[src/hw/rtl/aifp_pkg.sv]
// Package with the types, constants and helper functions of the ASCII integer field parser.
package aifp_pkg;

    localparam int DEFAULT_VALUE_WIDTH = 64;

    localparam int CFG_INDEX_WIDTH = 3;
    localparam int CFG_DATA_WIDTH  = 7;

    localparam logic [CFG_INDEX_WIDTH-1:0] CFG_RADIX       = 3'd0;
    localparam logic [CFG_INDEX_WIDTH-1:0] CFG_PAD_ZERO    = 3'd1;
    localparam logic [CFG_INDEX_WIDTH-1:0] CFG_MAX_WIDTH   = 3'd2;
    localparam logic [CFG_INDEX_WIDTH-1:0] CFG_ALLOW_MINUS = 3'd3;
    localparam logic [CFG_INDEX_WIDTH-1:0] CFG_RESULT_SIZE = 3'd4;

    localparam logic [5:0] RADIX_RESET       = 6'd10;
    localparam logic       PAD_ZERO_RESET    = 1'b0;
    localparam logic [6:0] MAX_WIDTH_RESET   = 7'd0;
    localparam logic       ALLOW_MINUS_RESET = 1'b1;
    localparam logic [1:0] RESULT_SIZE_RESET = 2'd1;

    localparam logic [5:0] RADIX_MIN  = 6'd2;
    localparam logic [5:0] RADIX_MAX  = 6'd36;
    localparam logic [5:0] DIGIT_NONE = 6'd36;
    localparam logic [6:0] FIELD_WIDTH_MAX = 7'd64;

    localparam logic [1:0] SIZE_16 = 2'd0;
    localparam logic [1:0] SIZE_64 = 2'd2;

    localparam logic [7:0] CH_NUL   = 8'h00;
    localparam logic [7:0] CH_TAB   = 8'h09;
    localparam logic [7:0] CH_LF    = 8'h0a;
    localparam logic [7:0] CH_FF    = 8'h0c;
    localparam logic [7:0] CH_CR    = 8'h0d;
    localparam logic [7:0] CH_SPACE = 8'h20;
    localparam logic [7:0] CH_COMMA = 8'h2c;
    localparam logic [7:0] CH_MINUS = 8'h2d;
    localparam logic [7:0] CH_ZERO  = 8'h30;
    localparam logic [7:0] CH_NINE  = 8'h39;
    localparam logic [7:0] CH_UPPER_A = 8'h41;
    localparam logic [7:0] CH_UPPER_Z = 8'h5a;
    localparam logic [7:0] CH_LOWER_A = 8'h61;
    localparam logic [7:0] CH_LOWER_Z = 8'h7a;

    typedef enum logic [1:0] {
        PH_FIRST  = 2'd0,
        PH_BLANK  = 2'd1,
        PH_PAD    = 2'd2,
        PH_DIGITS = 2'd3
    } phase_t;

    typedef struct packed {
        logic [5:0] radix;
        logic       pad_zero;
        logic [6:0] max_width;
        logic       allow_minus;
        logic [1:0] result_size;
    } aifp_cfg_t;

    // Returns the digit value 0 to 35, or DIGIT_NONE for a character that is not alphanumeric.
    function automatic logic [5:0] digit_of(input logic [7:0] c);
        logic [7:0] d;
        d = {2'b00, DIGIT_NONE};
        if (c inside {[CH_ZERO:CH_NINE]})
        begin
            d = c - CH_ZERO;
        end
        else if (c inside {[CH_UPPER_A:CH_UPPER_Z]})
        begin
            d = c - CH_UPPER_A + 8'd10;
        end
        else if (c inside {[CH_LOWER_A:CH_LOWER_Z]})
        begin
            d = c - CH_LOWER_A + 8'd10;
        end
        return d[5:0];
    endfunction

endpackage

[src/hw/rtl/aifp_if.sv]
// Valid/ready channel interfaces for the character items and the result items.
interface aifp_char_if;
    logic       valid;
    logic       ready;
    logic [7:0] char_in;

    modport source (output valid, output char_in, input ready);
    modport sink (input valid, input char_in, output ready);
endinterface

interface aifp_result_if #(
    parameter int VALUE_WIDTH = 64
);
    logic                   valid;
    logic                   ready;
    logic [VALUE_WIDTH-1:0] value;
    logic                   converted;

    modport source (output valid, output value, output converted, input ready);
    modport sink (input valid, input value, input converted, output ready);
endinterface

[src/hw/rtl/ascii_integer_field_parser.sv]
// Top level of the ASCII integer field parser with input register, result register and config.
// Throughput is one character per cycle unless stalled; each step updates the field state.
// A field's end character passes the input register; its result item is then registered.
// The input stalls only while the result register is full and its item is not being taken.
// Reset clears the field state and loads the configuration registers with their defaults.
module ascii_integer_field_parser
    import aifp_pkg::*;
#(
    parameter int VALUE_WIDTH = DEFAULT_VALUE_WIDTH
)(
    input  logic                       clk,
    input  logic                       rst_n,
    input  logic                       cfg_write_en,
    input  logic [CFG_INDEX_WIDTH-1:0] cfg_index,
    input  logic [CFG_DATA_WIDTH-1:0]  cfg_data,
    aifp_char_if.sink                  chars,
    aifp_result_if.source              results
);

    aifp_cfg_t              cfg_reg;
    logic                   in_valid_reg;
    logic [7:0]             in_char_reg;
    logic                   out_valid_reg;
    logic [VALUE_WIDTH-1:0] out_value_reg;
    logic                   out_converted_reg;

    logic                   step;
    logic                   emit;
    logic [VALUE_WIDTH-1:0] core_value;
    logic                   core_converted;

    assign step          = in_valid_reg && (!out_valid_reg || results.ready);
    assign chars.ready   = !in_valid_reg || step;
    assign results.valid = out_valid_reg;
    assign results.value = out_value_reg;
    assign results.converted = out_converted_reg;

    aifp_core #(
        .VALUE_WIDTH (VALUE_WIDTH)
    ) u_core (
        .clk       (clk),
        .rst_n     (rst_n),
        .step      (step),
        .char_in   (in_char_reg),
        .cfg       (cfg_reg),
        .emit      (emit),
        .value     (core_value),
        .converted (core_converted)
    );

    always_ff @(posedge clk or negedge rst_n)
    begin
        if (!rst_n)
        begin
            cfg_reg.radix       <= RADIX_RESET;
            cfg_reg.pad_zero    <= PAD_ZERO_RESET;
            cfg_reg.max_width   <= MAX_WIDTH_RESET;
            cfg_reg.allow_minus <= ALLOW_MINUS_RESET;
            cfg_reg.result_size <= RESULT_SIZE_RESET;
        end
        else if (cfg_write_en)
        begin
            case (cfg_index)
                CFG_RADIX:       cfg_reg.radix       <= cfg_data[5:0];
                CFG_PAD_ZERO:    cfg_reg.pad_zero    <= cfg_data[0];
                CFG_MAX_WIDTH:   cfg_reg.max_width   <= cfg_data[6:0];
                CFG_ALLOW_MINUS: cfg_reg.allow_minus <= cfg_data[0];
                CFG_RESULT_SIZE: cfg_reg.result_size <= cfg_data[1:0];
                default:         cfg_reg             <= cfg_reg;
            endcase
        end
    end

    always_ff @(posedge clk or negedge rst_n)
    begin
        if (!rst_n)
        begin
            in_valid_reg  <= 1'b0;
            out_valid_reg <= 1'b0;
        end
        else
        begin
            if (chars.valid && chars.ready)
            begin
                in_valid_reg <= 1'b1;
            end
            else if (step)
            begin
                in_valid_reg <= 1'b0;
            end
            if (step && emit)
            begin
                out_valid_reg <= 1'b1;
            end
            else if (results.ready)
            begin
                out_valid_reg <= 1'b0;
            end
        end
    end

    always_ff @(posedge clk)
    begin
        if (chars.valid && chars.ready)
        begin
            in_char_reg <= chars.char_in;
        end
        if (step && emit)
        begin
            out_value_reg     <= core_value;
            out_converted_reg <= core_converted;
        end
    end

endmodule

[src/hw/rtl/aifp_core.sv]
// Field state machine and radix accumulator that consume one character per step.
module aifp_core
    import aifp_pkg::*;
#(
    parameter int VALUE_WIDTH = DEFAULT_VALUE_WIDTH
)(
    input  logic                   clk,
    input  logic                   rst_n,
    input  logic                   step,
    input  logic [7:0]             char_in,
    input  aifp_cfg_t              cfg,
    output logic                   emit,
    output logic [VALUE_WIDTH-1:0] value,
    output logic                   converted
);

    phase_t                 phase_reg, phase_next;
    logic [VALUE_WIDTH-1:0] acc_reg, acc_next;
    logic [6:0]             width_left_reg, width_left_next;
    logic                   negative_reg, negative_next;
    logic                   digit_seen_reg, digit_seen_next;

    logic                   is_term, is_sep, is_blank, is_zero, is_minus, is_alnum;
    logic [5:0]             dval, radix_eff, dclamp;
    logic [6:0]             width_eff, width_cur;
    logic                   digit_path, take_digit, last_digit;
    logic [VALUE_WIDTH-1:0] acc_step, acc_src, signed_val;
    logic [VALUE_WIDTH-1:0] keep_mask;

    assign is_term  = (char_in == CH_NUL) || (char_in == CH_CR) || (char_in == CH_LF)
                   || (char_in == CH_FF);
    assign is_blank = (char_in == CH_SPACE) || (char_in == CH_TAB);
    assign is_sep   = is_blank || (char_in == CH_COMMA);
    assign is_zero  = (char_in == CH_ZERO);
    assign is_minus = (char_in == CH_MINUS) && cfg.allow_minus;
    assign dval     = digit_of(char_in);
    assign is_alnum = (dval != DIGIT_NONE);

    assign radix_eff = (cfg.radix < RADIX_MIN) ? RADIX_MIN
                     : ((cfg.radix > RADIX_MAX) ? RADIX_MAX : cfg.radix);
    assign dclamp    = (dval >= radix_eff) ? (radix_eff - 6'd1) : dval;
    assign width_eff = (cfg.max_width == 7'd0) ? FIELD_WIDTH_MAX : cfg.max_width;
    assign width_cur = (phase_reg == PH_FIRST) ? width_eff : width_left_reg;

    // The digit part is reached directly from every phase unless a leading character is skipped.
    always_comb
    begin
        digit_path = 1'b0;
        case (phase_reg)
            PH_FIRST:  digit_path = is_alnum && !(cfg.pad_zero && is_zero);
            PH_BLANK:  digit_path = !is_blank && !(cfg.pad_zero && is_zero);
            PH_PAD:    digit_path = !is_zero;
            PH_DIGITS: digit_path = 1'b1;
            default:   digit_path = 1'b0;
        endcase
        digit_path = digit_path && !is_term;
    end

    assign take_digit = digit_path && !is_sep && !is_minus && is_alnum;
    assign last_digit = take_digit && (width_cur <= 7'd1);
    assign acc_step   = acc_reg * {{(VALUE_WIDTH-6){1'b0}}, radix_eff}
                      + {{(VALUE_WIDTH-6){1'b0}}, dclamp};

    // Result outputs.
    always_comb
    begin
        emit       = step && (is_term || (digit_path && is_sep) || last_digit);
        converted  = last_digit || digit_seen_reg;
        acc_src    = last_digit ? acc_step : acc_reg;
        signed_val = negative_reg ? (~acc_src + {{(VALUE_WIDTH-1){1'b0}}, 1'b1}) : acc_src;
        for (int i = 0; i < VALUE_WIDTH; i++)
        begin
            keep_mask[i] = (i < 16) || ((i < 32) && (cfg.result_size != SIZE_16))
                        || (cfg.result_size == SIZE_64);
        end
        value = converted ? (signed_val & keep_mask) : '0;
    end

    // Next field state.
    always_comb
    begin
        phase_next      = phase_reg;
        acc_next        = acc_reg;
        width_left_next = width_left_reg;
        negative_next   = negative_reg;
        digit_seen_next = digit_seen_reg;
        if (emit)
        begin
            phase_next      = PH_FIRST;
            acc_next        = '0;
            width_left_next = width_eff;
            negative_next   = 1'b0;
            digit_seen_next = 1'b0;
        end
        else if (step)
        begin
            width_left_next = width_cur;
            if (digit_path)
            begin
                phase_next = PH_DIGITS;
                if (is_minus)
                begin
                    negative_next = 1'b1;
                end
                else if (!is_alnum)
                begin
                    width_left_next = (width_cur > 7'd0) ? (width_cur - 7'd1) : 7'd0;
                end
                else
                begin
                    acc_next        = acc_step;
                    digit_seen_next = 1'b1;
                    width_left_next = width_cur - 7'd1;
                end
            end
            else
            begin
                case (phase_reg)
                    PH_FIRST:
                    begin
                        phase_next = is_alnum ? PH_PAD : PH_BLANK;
                    end
                    PH_BLANK:
                    begin
                        phase_next = is_blank ? PH_BLANK : PH_PAD;
                    end
                    default:
                    begin
                        phase_next = phase_reg;
                    end
                endcase
            end
        end
    end

    always_ff @(posedge clk or negedge rst_n)
    begin
        if (!rst_n)
        begin
            phase_reg      <= PH_FIRST;
            acc_reg        <= '0;
            width_left_reg <= FIELD_WIDTH_MAX;
            negative_reg   <= 1'b0;
            digit_seen_reg <= 1'b0;
        end
        else
        begin
            phase_reg      <= phase_next;
            acc_reg        <= acc_next;
            width_left_reg <= width_left_next;
            negative_reg   <= negative_next;
            digit_seen_reg <= digit_seen_next;
        end
    end

endmodule

[src/flat_wrapper.sv]
// flat-port wrapper written by rule: the top's interface ports become plain ports
module ascii_integer_field_parser_flat import aifp_pkg::*;
#(
    parameter int VALUE_WIDTH = DEFAULT_VALUE_WIDTH
)
  (clk, rst_n, cfg_write_en, cfg_index, cfg_data, chars_valid, chars_char_in, chars_ready, results_valid, results_value, results_converted, results_ready);
  aifp_char_if chars_i ();
  aifp_result_if #(.VALUE_WIDTH(VALUE_WIDTH)) results_i ();
  input  logic clk;
  input  logic rst_n;
  input  logic cfg_write_en;
  input  logic [CFG_INDEX_WIDTH-1:0] cfg_index;
  input  logic [CFG_DATA_WIDTH-1:0] cfg_data;
  input wire logic [$bits(chars_i.valid)-1:0] chars_valid;
  input wire logic [$bits(chars_i.char_in)-1:0] chars_char_in;
  output wire logic [$bits(chars_i.ready)-1:0] chars_ready;
  output wire logic [$bits(results_i.valid)-1:0] results_valid;
  output wire logic [$bits(results_i.value)-1:0] results_value;
  output wire logic [$bits(results_i.converted)-1:0] results_converted;
  input wire logic [$bits(results_i.ready)-1:0] results_ready;
  assign chars_i.valid = chars_valid;
  assign chars_i.char_in = chars_char_in;
  assign chars_ready = chars_i.ready;
  assign results_valid = results_i.valid;
  assign results_value = results_i.value;
  assign results_converted = results_i.converted;
  assign results_i.ready = results_ready;
  ascii_integer_field_parser #(.VALUE_WIDTH(VALUE_WIDTH)) u_core (.clk(clk), .rst_n(rst_n), .cfg_write_en(cfg_write_en), .cfg_index(cfg_index), .cfg_data(cfg_data), .chars(chars_i), .results(results_i));
endmodule
[config.mk]
export PLATFORM = sky130hd
export DESIGN_NAME = ascii_integer_field_parser_flat
export DESIGN_NICKNAME = d
export VERILOG_FILES = /design/src/hw/rtl/aifp_pkg.sv /design/src/hw/rtl/aifp_if.sv /design/src/hw/rtl/ascii_integer_field_parser.sv /design/src/hw/rtl/aifp_core.sv /design/src/flat_wrapper.sv
export SDC_FILE = /design/constraint.sdc
export NUM_CORES = 1
export LEC_CHECK = 0
export ABC_AREA = 1
export BUFFER_PORTS_ARGS = -buffer_cell sky130_fd_sc_hd__buf_2
export CELL_PAD_IN_SITES_DETAIL_PLACEMENT = 1
export CELL_PAD_IN_SITES_GLOBAL_PLACEMENT = 1
export CORE_MARGIN = 2
export CORE_UTILIZATION = 30
export CTS_BUF_LIST = sky130_fd_sc_hd__clkbuf_4 sky130_fd_sc_hd__clkbuf_8 sky130_fd_sc_hd__clkbuf_16
export CTS_CLUSTER_DIAMETER = 50
export DETAILED_ROUTE_END_ITERATION = 8
export MAX_ROUTING_LAYER = met4
export PLACE_DENSITY = 0.64
export SLEW_MARGIN = 25
export SYNTH_ARGS = -nofsm -noshare
export SYNTH_HDL_FRONTEND = slang
export SYNTH_HIERARCHICAL = 1
export SYNTH_SLANG_ARGS = --single-unit
[constraint.sdc]
create_clock -name clk -period 8.75 [get_ports clk]
set_input_delay 2.1875 -clock clk [delete_from_list [all_inputs] [get_ports clk]]
set_output_delay 2.1875 -clock clk [all_outputs]
set_load 0.02 [all_outputs]
=== Word-level counts from Yosys, hierarchy flattened ===
Index checks and enable logic that the tools add are counted.

* Bits in registers: 167
* Input port bits: 23
* Word-level logic and storage cells: 153

* $add $sub $neg: 9
* Multipliers: 1
* Order comparisons: 11
* Eq/ne operators: 18
* Mux-type cells: 41
* Bitwise logic cells: 2
* Reductions and logical operators: 56

{| class="wikitable"
|+ Operators by type and width
! operator !! count
|-
| 2-to-1 mux 64 bit || 7
|-
| adder 64 x 1 -> 64 bit, second input constant || 1
|-
| adder 64 x 6 -> 64 bit || 1
|-
| bitwise AND 64 bit || 1
|-
| multiplier 64 x 6 -> 64 bit || 1
|-
| inverter 64 bit || 1
|-
| 2-to-1 mux 7 bit || 8
|-
| 2-to-1 mux 6 bit || 6
|-
| equality test 8 x 4 -> 1 bit, second input constant || 4
|-
| equality test 8 x 6 -> 1 bit, second input constant || 4
|-
| logical AND 1 bit || 17
|-
| >= comparator 8 x 7 -> 1 bit, second input constant || 2
|-
| <= comparator 8 x 7 -> 1 bit, second input constant || 2
|-
| nonzero test 2 bit || 7
|-
| 2-to-1 mux 1 bit || 13
|-
| adder 6 x 4 -> 6 bit, second input constant || 2
|-
| AND reduction 2 bit || 6
|-
| subtractor 6 x 1 -> 6 bit, second input constant || 2
|-
| subtractor 6 bit, second input constant || 2
|-
| logical OR 1 bit || 11
|-
| 2-to-1 mux 2 bit || 5
|-
| >= comparator 8 x 6 -> 1 bit, second input constant || 1
|-
| <= comparator 8 x 6 -> 1 bit, second input constant || 1
|-
| logical NOT 1 bit || 8
|-
| other kinds (22) || 25
|}

=== Longest topological paths before layout ===
Gate-level depths: netlist of run 1.

* Word-level depth: 18
* Gate-level depth with buffers: 51

=== Cells and area by module ===
The synthesis of run 1 kept the hierarchy.

{| class="wikitable"
|+ Modules (own cells, without submodules)
! module !! times used !! cells an instance !! area an instance (µm²) !! sequential area each (µm²)
|-
| aifp_core || 1 || 3225 || 20722.4 || 1878.1
|-
| ascii_integer_field_parser || 1 || 172 || 3045.4 || 2672.6
|}

=== Worst setup path before layout of run 1 ===
No wires, ideal clock.

* Path kind: flip-flop to flip-flop
* Start point: reg u_core/cfg_reg[16] (netlist name)
* End point: reg u_core.out_value_reg[50], in the netlist u_core/results.value[50] (data pin)
* Arrival: 6.238 ns
* Required time: 8.497 ns
* Slack: 2.259 ns
* Cell stages (with the launch flop): 36
* Path buffers: 2
* Cells stage by stage: dfrtp_1 -> clkbuf_1 -> inv_1 -> nor2_1 -> o21ai_0 -> nand2_1 -> clkbuf_1 -> clkinv_1 -> nand2_1 -> fa_1 -> fa_1 -> inv_1 -> fa_1 -> inv_1 -> fa_1 -> inv_1 -> ha_1 -> nand2_1 -> inv_1 -> a21boi_0 -> o21ai_0 -> nand2_1 -> nand2_1 -> a21oi_1 -> xor2_1 -> nand4_1 -> nand2_1 -> nand2_1 -> nor2_1 -> nand3_1 -> nand2_1 -> nand2_1 -> nor2_4 -> nand3_1 -> nor2_1 -> nor2_1

* Longest elaborated chain between the ends: 11
* Elaborated cells between the ends (all ways): 14
* Those cells by class: add/sub: 3; mul: 1; order compare: 3; mux: 5; bitwise: 2

{| class="wikitable"
|+ RTL lines
! element !! line !! text
|-
| start, declared || ascii_integer_field_parser.sv:20 || <nowiki>aifp_cfg_t cfg_reg;</nowiki>
|-
| start signal, assigned || ascii_integer_field_parser.sv:69 || <nowiki>default: cfg_reg <= cfg_reg;</nowiki>
|-
| greater-than comparator 6 bit || aifp_core.sv:40 || <nowiki>: ((cfg.radix > RADIX_MAX) ? RADIX_MAX : cfg.radix);</nowiki>
|-
| 2-to-1 mux 6 bit || aifp_core.sv:40 ||
|-
| 2-to-1 mux 6 bit * || aifp_core.sv:39 || <nowiki>assign radix_eff = (cfg.radix < RADIX_MIN) ? RADIX_MIN</nowiki>
|-
| parallel branches: the longest is 2 deep, another holds multiplier 64 x 6 -> 64 bit || - ||
|-
| adder 64 x 6 -> 64 bit * || aifp_core.sv:62 || <nowiki>+ {{(VALUE_WIDTH-6){1'b0}}, dclamp};</nowiki>
|-
| 2-to-1 mux 64 bit * || aifp_core.sv:69 || <nowiki>acc_src = last_digit ? acc_step : acc_reg;</nowiki>
|-
| inverter 64 bit || aifp_core.sv:70 || <nowiki>signed_val = negative_reg ? (~acc_src + {{(VALUE_WIDTH-1){1'b0}}, 1'b1}) : acc_src;</nowiki>
|-
| adder 64 x 1 -> 64 bit || aifp_core.sv:70 ||
|-
| 2-to-1 mux 64 bit * || aifp_core.sv:70 ||
|-
| bitwise AND 64 bit * || aifp_core.sv:76 || <nowiki>value = converted ? (signed_val & keep_mask) : '0;</nowiki>
|-
| end signal, assigned || ascii_integer_field_parser.sv:110 || <nowiki>out_value_reg <= core_value;</nowiki>
|-
| end, declared || ascii_integer_field_parser.sv:24 || <nowiki>logic [VALUE_WIDTH-1:0] out_value_reg;</nowiki>
|}

Mark *: on every way between the ends.
A chain may end at the register's enable or synchronous reset.

=== Final worst setup path of run 1 ===
* Start point: reg u_core.in_char_reg[0]
* End point: reg u_core.out_value_reg[52], in the netlist u_core/results.value[52] (data pin)

* Longest elaborated chain between the ends: 18
* Elaborated cells between the ends (all ways): 57
* Those cells by class: add/sub: 7; order compare: 7; eq/ne: 9; mux: 7; bitwise: 2; reduce/logical: 25

{| class="wikitable"
|+ RTL lines
! element !! line !! text
|-
| start, declared || ascii_integer_field_parser.sv:22 || <nowiki>logic [7:0] in_char_reg;</nowiki>
|-
| start signal, assigned || ascii_integer_field_parser.sv:106 || <nowiki>in_char_reg <= chars.char_in;</nowiki>
|-
| parallel branches: the longest is 18 deep, another holds adder 64 x 6 -> 64 bit || - ||
|}

Parallel ways; which one is timed is not known.

==> flow_summary.toml, run 1 <==
[worst_setup_path]
crit_arrival_ps = 8230
crit_path_end_kind = "flip-flop"
path_common_cell = "nand2_1"
required_ps = 9070
cpPeakStageDelay_ps = 500
worst_path_max_delay_cell = "fa_1"
cp-start-kind = "flip-flop"
path_max_fanout = 12
critical_path_class = "reg2reg"

[sta]
max_freq_mhz = 126.4
rsz0062_at_grt = "false"
clock_skew_ps = 18.45
min_period_ps = 7914
finalSetupViolCount = 0
worstMarginPinSlew_ps = 981.1
fin_crit_sh_pct = 90.44
drv_slew = 0
slew_headroom_pct = 34.59
holdWs_ps = 463.4
finalHoldViolCount = 0
finalSetupTns_ps = 0
layout_setup_ws_ps = 836.3

[clocking]
cts_buffers = 17
cts_max_level = 4
tritoncts = "done"
clock_path_buffers = 2
clkSinkCount = 167
clock-root-buffer = "clkbuf_16"
clkLatencyLatePin_ps = 510
clk_pin_slew_ps = 80

[grt]
antenna_found_initial = 1
grt_overflow = 0
grt_usage_pct = 22.40
grt_pass1_vias = 23400
grt_pass1_wl_mm = 137.8
grt_max_degree = 83

[synth]
synth_area_per_cell_um2 = 6.997
syn_inst = 3397
synthArstFlopShare_pct = 56.29
netlist_area_um2 = 23770
ys_seq_area_share_pct = 19.15
yosys-top-cells-area = "fa_1, nand2_1, dfrtp_1, edfxtp_1, inv_1"
synth_fp_nets = 3807
ys_warn_count = 6
synth_edf_count = 73
synthDominantCellAreaShare_pct = 20.21
synthFlopType = "dfrtp_1"
yosysTopAreaCell = "fa_1"
synth-seq-cells = 167
ys_types = 59

[die]
io_pins = 90
dieArea_um2 = 81490
start_util_pct = 30.18
die_h_um = 285.5
rows = 103
die-width_um = 285.5
core_region_area_um2 = 78740

[flow_run]
cap_violations = 0

[layout]
final_area_um2 = 25840
area_growth_pct = 8.728
fin_nets = 3816
mostFrequentLayoutCells = "nand2_1, inv_1, nor2_1"
finish.utilization_pct = 32.82
fill_cells = 9985
drive_above_1_share_pct = 6.288
diodes = 0
final_cells = 4469
final_common_cell = "nand2_1"

[place]
hpwl_mm = 72.59
gp_congestion = 0.9861
pre_cts_slack_ps = 878.0
placed_cells = 4437
place_area_um2 = 25250
port_buffers = 89

[power_and_ir_drop]
power_density_nw_per_um2 = 410.2
power_mw = 10.60
leakage_nw = 12.73
peakVddDrop_mv = 0.1761

[detailed_routing]
drc = 0
wl_per_cell_um = 19.53
drt_pre_antenna_iters = 5
drtIter0Drc = 1516
vias = 22250
drtAntennaViolNets = 0
avgViaCountPerCell = 4.979
routed_wl_mm = 87.29

[status]
status = "complete, no violations"

[worst_hold_path]
hold_path_class = "reg2reg"
-- worst max-delay path: cells and delay by family (launching register included) --
kind / cells / cell delay, ps
and+or+nand+nor: 19 / 2830
adders and majority gates: 4 / 1340
buffers and inverters: 6 / 610
AOI/OAI and AO/OA: 11 / 2140
xor gates and xnor gates: 1 / 400
DFF: 1 / 450
-- synthesized netlist by cell type, drive strengths merged (6+ instances only) --
library cell / instances
nand2: 1003
inv: 551
nor2: 417
fa: 240
o21ai: 158
a21oi: 151
ha: 147
nand3: 113
dfrtp: 89
nand4: 81
edfxtp: 73
buf: 65
clkbuf: 62
xor2: 43
o22ai: 36
xnor2: 32
nor3: 20
o21a: 18
a22o: 12
a21boi: 10
a31oi: 10
clkinv: 9
o21bai: 9
nor3b: 8
a21o: 6
nor4: 6
o211ai: 6
-- cells by family (layout without fill, tap and decap cells) --
logic type	Yosys count	after routing	synth area share, %
AOI/OAI and AO/OA	426	426	10.24
xor gates and xnor gates	75	75	2.764
adders and majority gates	387	387	27.95
buffers and inverters	687	709	11.18
DFF	167	167	19.15
and+or+nand+nor	1655	1655	28.72
-- per-layer routing --
layer  share of wire [%]  GRT usage, %  wire (um)
met1                  47         30.04      41210
met3                 3.8         2.368       3328
met2                  47         36.81      41270
met4                 1.7         4.228       1480
met5                   0             -          0
-- timing repair --
| item | 4_1_cts | 5_1_grt |
|---|---|---|
| endpoints found under the setup margin | 0 | 1 |
| hold buffers | 0 | 0 |
| setup buffers | 0 | 0 |
| resized for setup | 0 | 1 |
-- report_power, final --
| part | internal, mW | switching, mW | total, mW |
|---|---|---|---|
| registers | 1.05 | 0.320 | 1.37 |
| logic | 2.67 | 5.74 | 8.41 |
| clock network | 0.421 | 0.399 | 0.820 |
-- final cells by class --
class,count,area [um^2],share of cell area (%)
sequential,167,4553,17.62
clock inverter,13,131.4,0.5084
timing repair buffer,117,683.2,2.644
clock buffer,19,457.9,1.772
tap,1050,1314,5.084
multi-input combinational,2543,16600,64.24
inverter,560,2102,8.134
-- worst paths after layout --
check	from	endpoint	slack [ps]	depth (start not counted)
setup / recovery	u_core/in_char_reg[0]	u_core/results.value[52]	840	41
hold reg to reg	u_core/cfg_reg[2]	u_core/cfg_reg[2]	460	2
min in group asynchronous	rst_n	u_core/cfg_reg[5]	1750	1
hold / removal	u_core/cfg_reg[2]	u_core/cfg_reg[2]	460	2
max in group asynchronous	rst_n	u_core/u_core/acc_reg[36]	5760	2
setup reg to reg	u_core/in_char_reg[0]	u_core/results.value[52]	840	41
Power figures use the tool's default switching activity.
==> inputs of run 2 (changes only) <==
Settings changed: ABC_AREA 1 to default, PLACE_DENSITY 0.64 to 0.62.
==> run 2 against run 1 <==
  * Via count shrank 1.4%
  * Total power shrank 18%
  * Core utilization grew 0.38 points
  * Count of clock-buffer cells in the layout grew 5
  * Non-clock buffer count grew 63
  * Final cell count shrank 9.6%
  * Die area grew 1.6%
  * Flip-flop and latch count is the same
==> flow_summary.toml, run 2 <==
[worst_setup_path]
crit_path_end_kind = "flip-flop"
rr_worst_depth = 27
critical_path_class = "reg2reg"
path_buf_inv = 5
r2r_start = "u_core/cfg_reg[13]"
crit_arrival_ps = 8600
path_max_fanout = 15
cpPeakStageDelay_ps = 520
worst-path-stages = 27
worst_path_max_delay_cell = "fa_1"
cp-start-kind = "flip-flop"
cp_top_family = "compound AO/OA/AOI/OAI gates"
startpoint = "u_core/cfg_reg[13]"
path_common_cell = "o21ai_0"
required_ps = 8960

[synth]
yosysTopAreaCell = "fa_1"
ys_types = 95
synth_fp_nets = 3377
synthDominantCellAreaShare_pct = 19.89
synth_edf_count = 73
synth_compound_gate_area_share_pct = 17.09
synth_area_per_cell_um2 = 8.140
synthFlopType = "dfrtp_1"
synth-seq-cells = 167
synthArstFlopShare_pct = 56.29
ys_seq_area_share_pct = 18.84
yosysMostFrequentCell = "nand2_1"
netlist_area_um2 = 24150
ys_warn_count = 6
syn_inst = 2967
yosys-mux-area-fraction_pct = 2.647
synthXorXnorAreaFrac_pct = 3.735
synth-simple-area-share_pct = 22.42
synth_common_cells = "nand2_1, inv_1, fa_1, nor2_1, clkbuf_1"
yosys-top-cells-area = "fa_1, dfrtp_1, edfxtp_1, nand2_1, ha_1"
synthAdderAreaFrac_pct = 27.51
synth_top_family_by_area = "adder cells"

[die]
rows = 104
dieArea_um2 = 82790
io_pins = 90
die_h_um = 287.7
core_region_area_um2 = 80160
start_util_pct = 30.13
die-width_um = 287.7

[clocking]
clock_path_buffers = 2
clock-root-buffer = "clkbuf_16"
clkSinkCount = 167
clkLatencyLatePin_ps = 510
tritoncts = "done"
cts_buffers = 17
clk_pin_slew_ps = 70
cts_max_level = 4

[detailed_routing]
avgViaCountPerCell = 5.432
drt_pre_antenna_iters = 5
drtAntennaViolNets = 0
routed_wl_mm = 89.03
vias = 21940
drc = 0
drtIter0Drc = 1361
wl_per_cell_um = 22.05

[place]
port_buffers = 89
pre_cts_slack_ps = -64.30
placed_cells = 4000
hpwl_mm = 69.89
gp_congestion = 0.9851
place_area_um2 = 25880

[layout]
fin_nets = 3374
final_common_cell = "nand2_1"
drive_above_1_share_pct = 10.41
finish.utilization_pct = 33.19
final_area_um2 = 26610
mostFrequentLayoutCells = "nand2_1, inv_1, fa_1"
final_cells = 4038
fill_cells = 9681
area_growth_pct = 10.18

[grt]
grt_overflow = 0
grt_pass1_vias = 22580
grt_usage_pct = 22.28
grt_max_degree = 67
antenna_found_initial = 2
grt_pass1_wl_mm = 138.0

[sta]
holdWs_ps = 499.2
max_freq_mhz = 119.2
finalSetupViolCount = 0
clock_skew_ps = 23.28
fin_crit_sh_pct = 95.86
rsz0062_at_grt = "true"
finalSetupTns_ps = 0
finalHoldViolCount = 0
worstMarginPinSlew_ps = 966.9
slew_headroom_pct = 35.54
layout_setup_ws_ps = 362.5
min_period_ps = 8388
drv_slew = 0

[worst_hold_path]
holdPathStages = 2
hold_path_class = "reg2reg"
min-delay-start = "u_core/u_core/width_left_reg[6]"

[power_and_ir_drop]
power_density_nw_per_um2 = 324.9
power_mw = 8.645
leakage_nw = 11.38
peakVddDrop_mv = 0.2374

[flow_run]
cap_violations = 0

[status]
status = "complete, no violations"
run 2: changes by cell type in the layout (fill, tap and decap cells not counted), moves of 30 or more:
cell     delta
mux2i_1    +31
xnor2_1    +40
o31ai_1    +56
nand2_1   -467
nor2_1    -203
o21ai_1    -30
inv_1     -264
buf_4      +59
and2_1    +111
nand4_1    -41
nand3_1    -45
run 2: layout make-up:
cell class | instances | area (um^2) | share of cell area, %
Tap cell | 1060 | 1326 | 4.984
Multi-Input combinational cell | 2317 | 17910 | 67.30
Inverter | 281 | 1055 | 3.964
Clock buffer | 24 | 496.7 | 1.867
Antenna cell | 1 | 2.502 | 0.009405
Timing Repair Buffer | 180 | 1206 | 4.533
Clock inverter | 8 | 62.56 | 0.2351
Sequential cell | 167 | 4553 | 17.11
run 2: report_power, final:
part	switching, mW	total [mW]	internal (mW)
Combinational	4.24	6.56	2.32
Clock	0.379	0.781	0.402
Sequential	0.339	1.30	0.961
run 2: worst register-to-register path, cell delays in order, from the launching register on:
cell and delay (ps):
dfrtp_1 410, or3_4 490, nand2_1 140, nand2_1 270
o21ai_4 160, buf_12 180, buf_4 270, nand2_1 120
fa_1 500, fa_1 490, inv_1 60, fa_1 520
ha_1 320, ha_1 460, a21oi_1 330, o21ai_0 310
a211oi_1 470, o21ai_0 260, and2_1 250, o311ai_0 410
buf_4 220, nand3_1 80, o21ai_0 200, buf_4 170
nand4_1 250, o31ai_1 370, nand3_1 110, o21ai_0 300
run 2: what timing repair did:
item | 4_1_cts | 5_1_grt
pin swaps | 0 | 5
gates cloned | 0 | 1
resized for setup | 2 | 23
buffers inserted | 0 | 4
setup endpoints to repair | 1 | 32
hold buffers | 0 | 0
run 2: worst paths after layout:
path                       slack [ps]                               to
max                               360         u_core/results.value[50]
min                               500  u_core/u_core/width_left_reg[6]
max reg2reg                       360         u_core/results.value[50]
min reg2reg                       500  u_core/u_core/width_left_reg[6]
max in group asynchronous        5810        u_core/u_core/acc_reg[32]
min in group asynchronous        1720                u_core/cfg_reg[9]
run 2: cells by family after synthesis:
| kind of cell | after synthesis |
|---|---|
| and+or+nand+nor | 1146 |
| DFF | 167 |
| adders and majority gates | 387 |
| xor gates and xnor gates | 103 |
| buffers and inverters | 484 |
| AOI/OAI and AO/OA | 620 |
| muxes | 60 |
run 2: per-layer routing:
| layer | track usage (%) | part of all wire [%] | vias to the layer above |
|---|---|---|---|
| met3 | 2.480 | 4.4 | 80 |
| li1 | - | - | 10100 |
| met1 | 30.47 | 47 | 11260 |
| met2 | 35.61 | 47 | 498 |
| met4 | 4.547 | 1.7 | 0 |
| met5 | - | 0 | - |
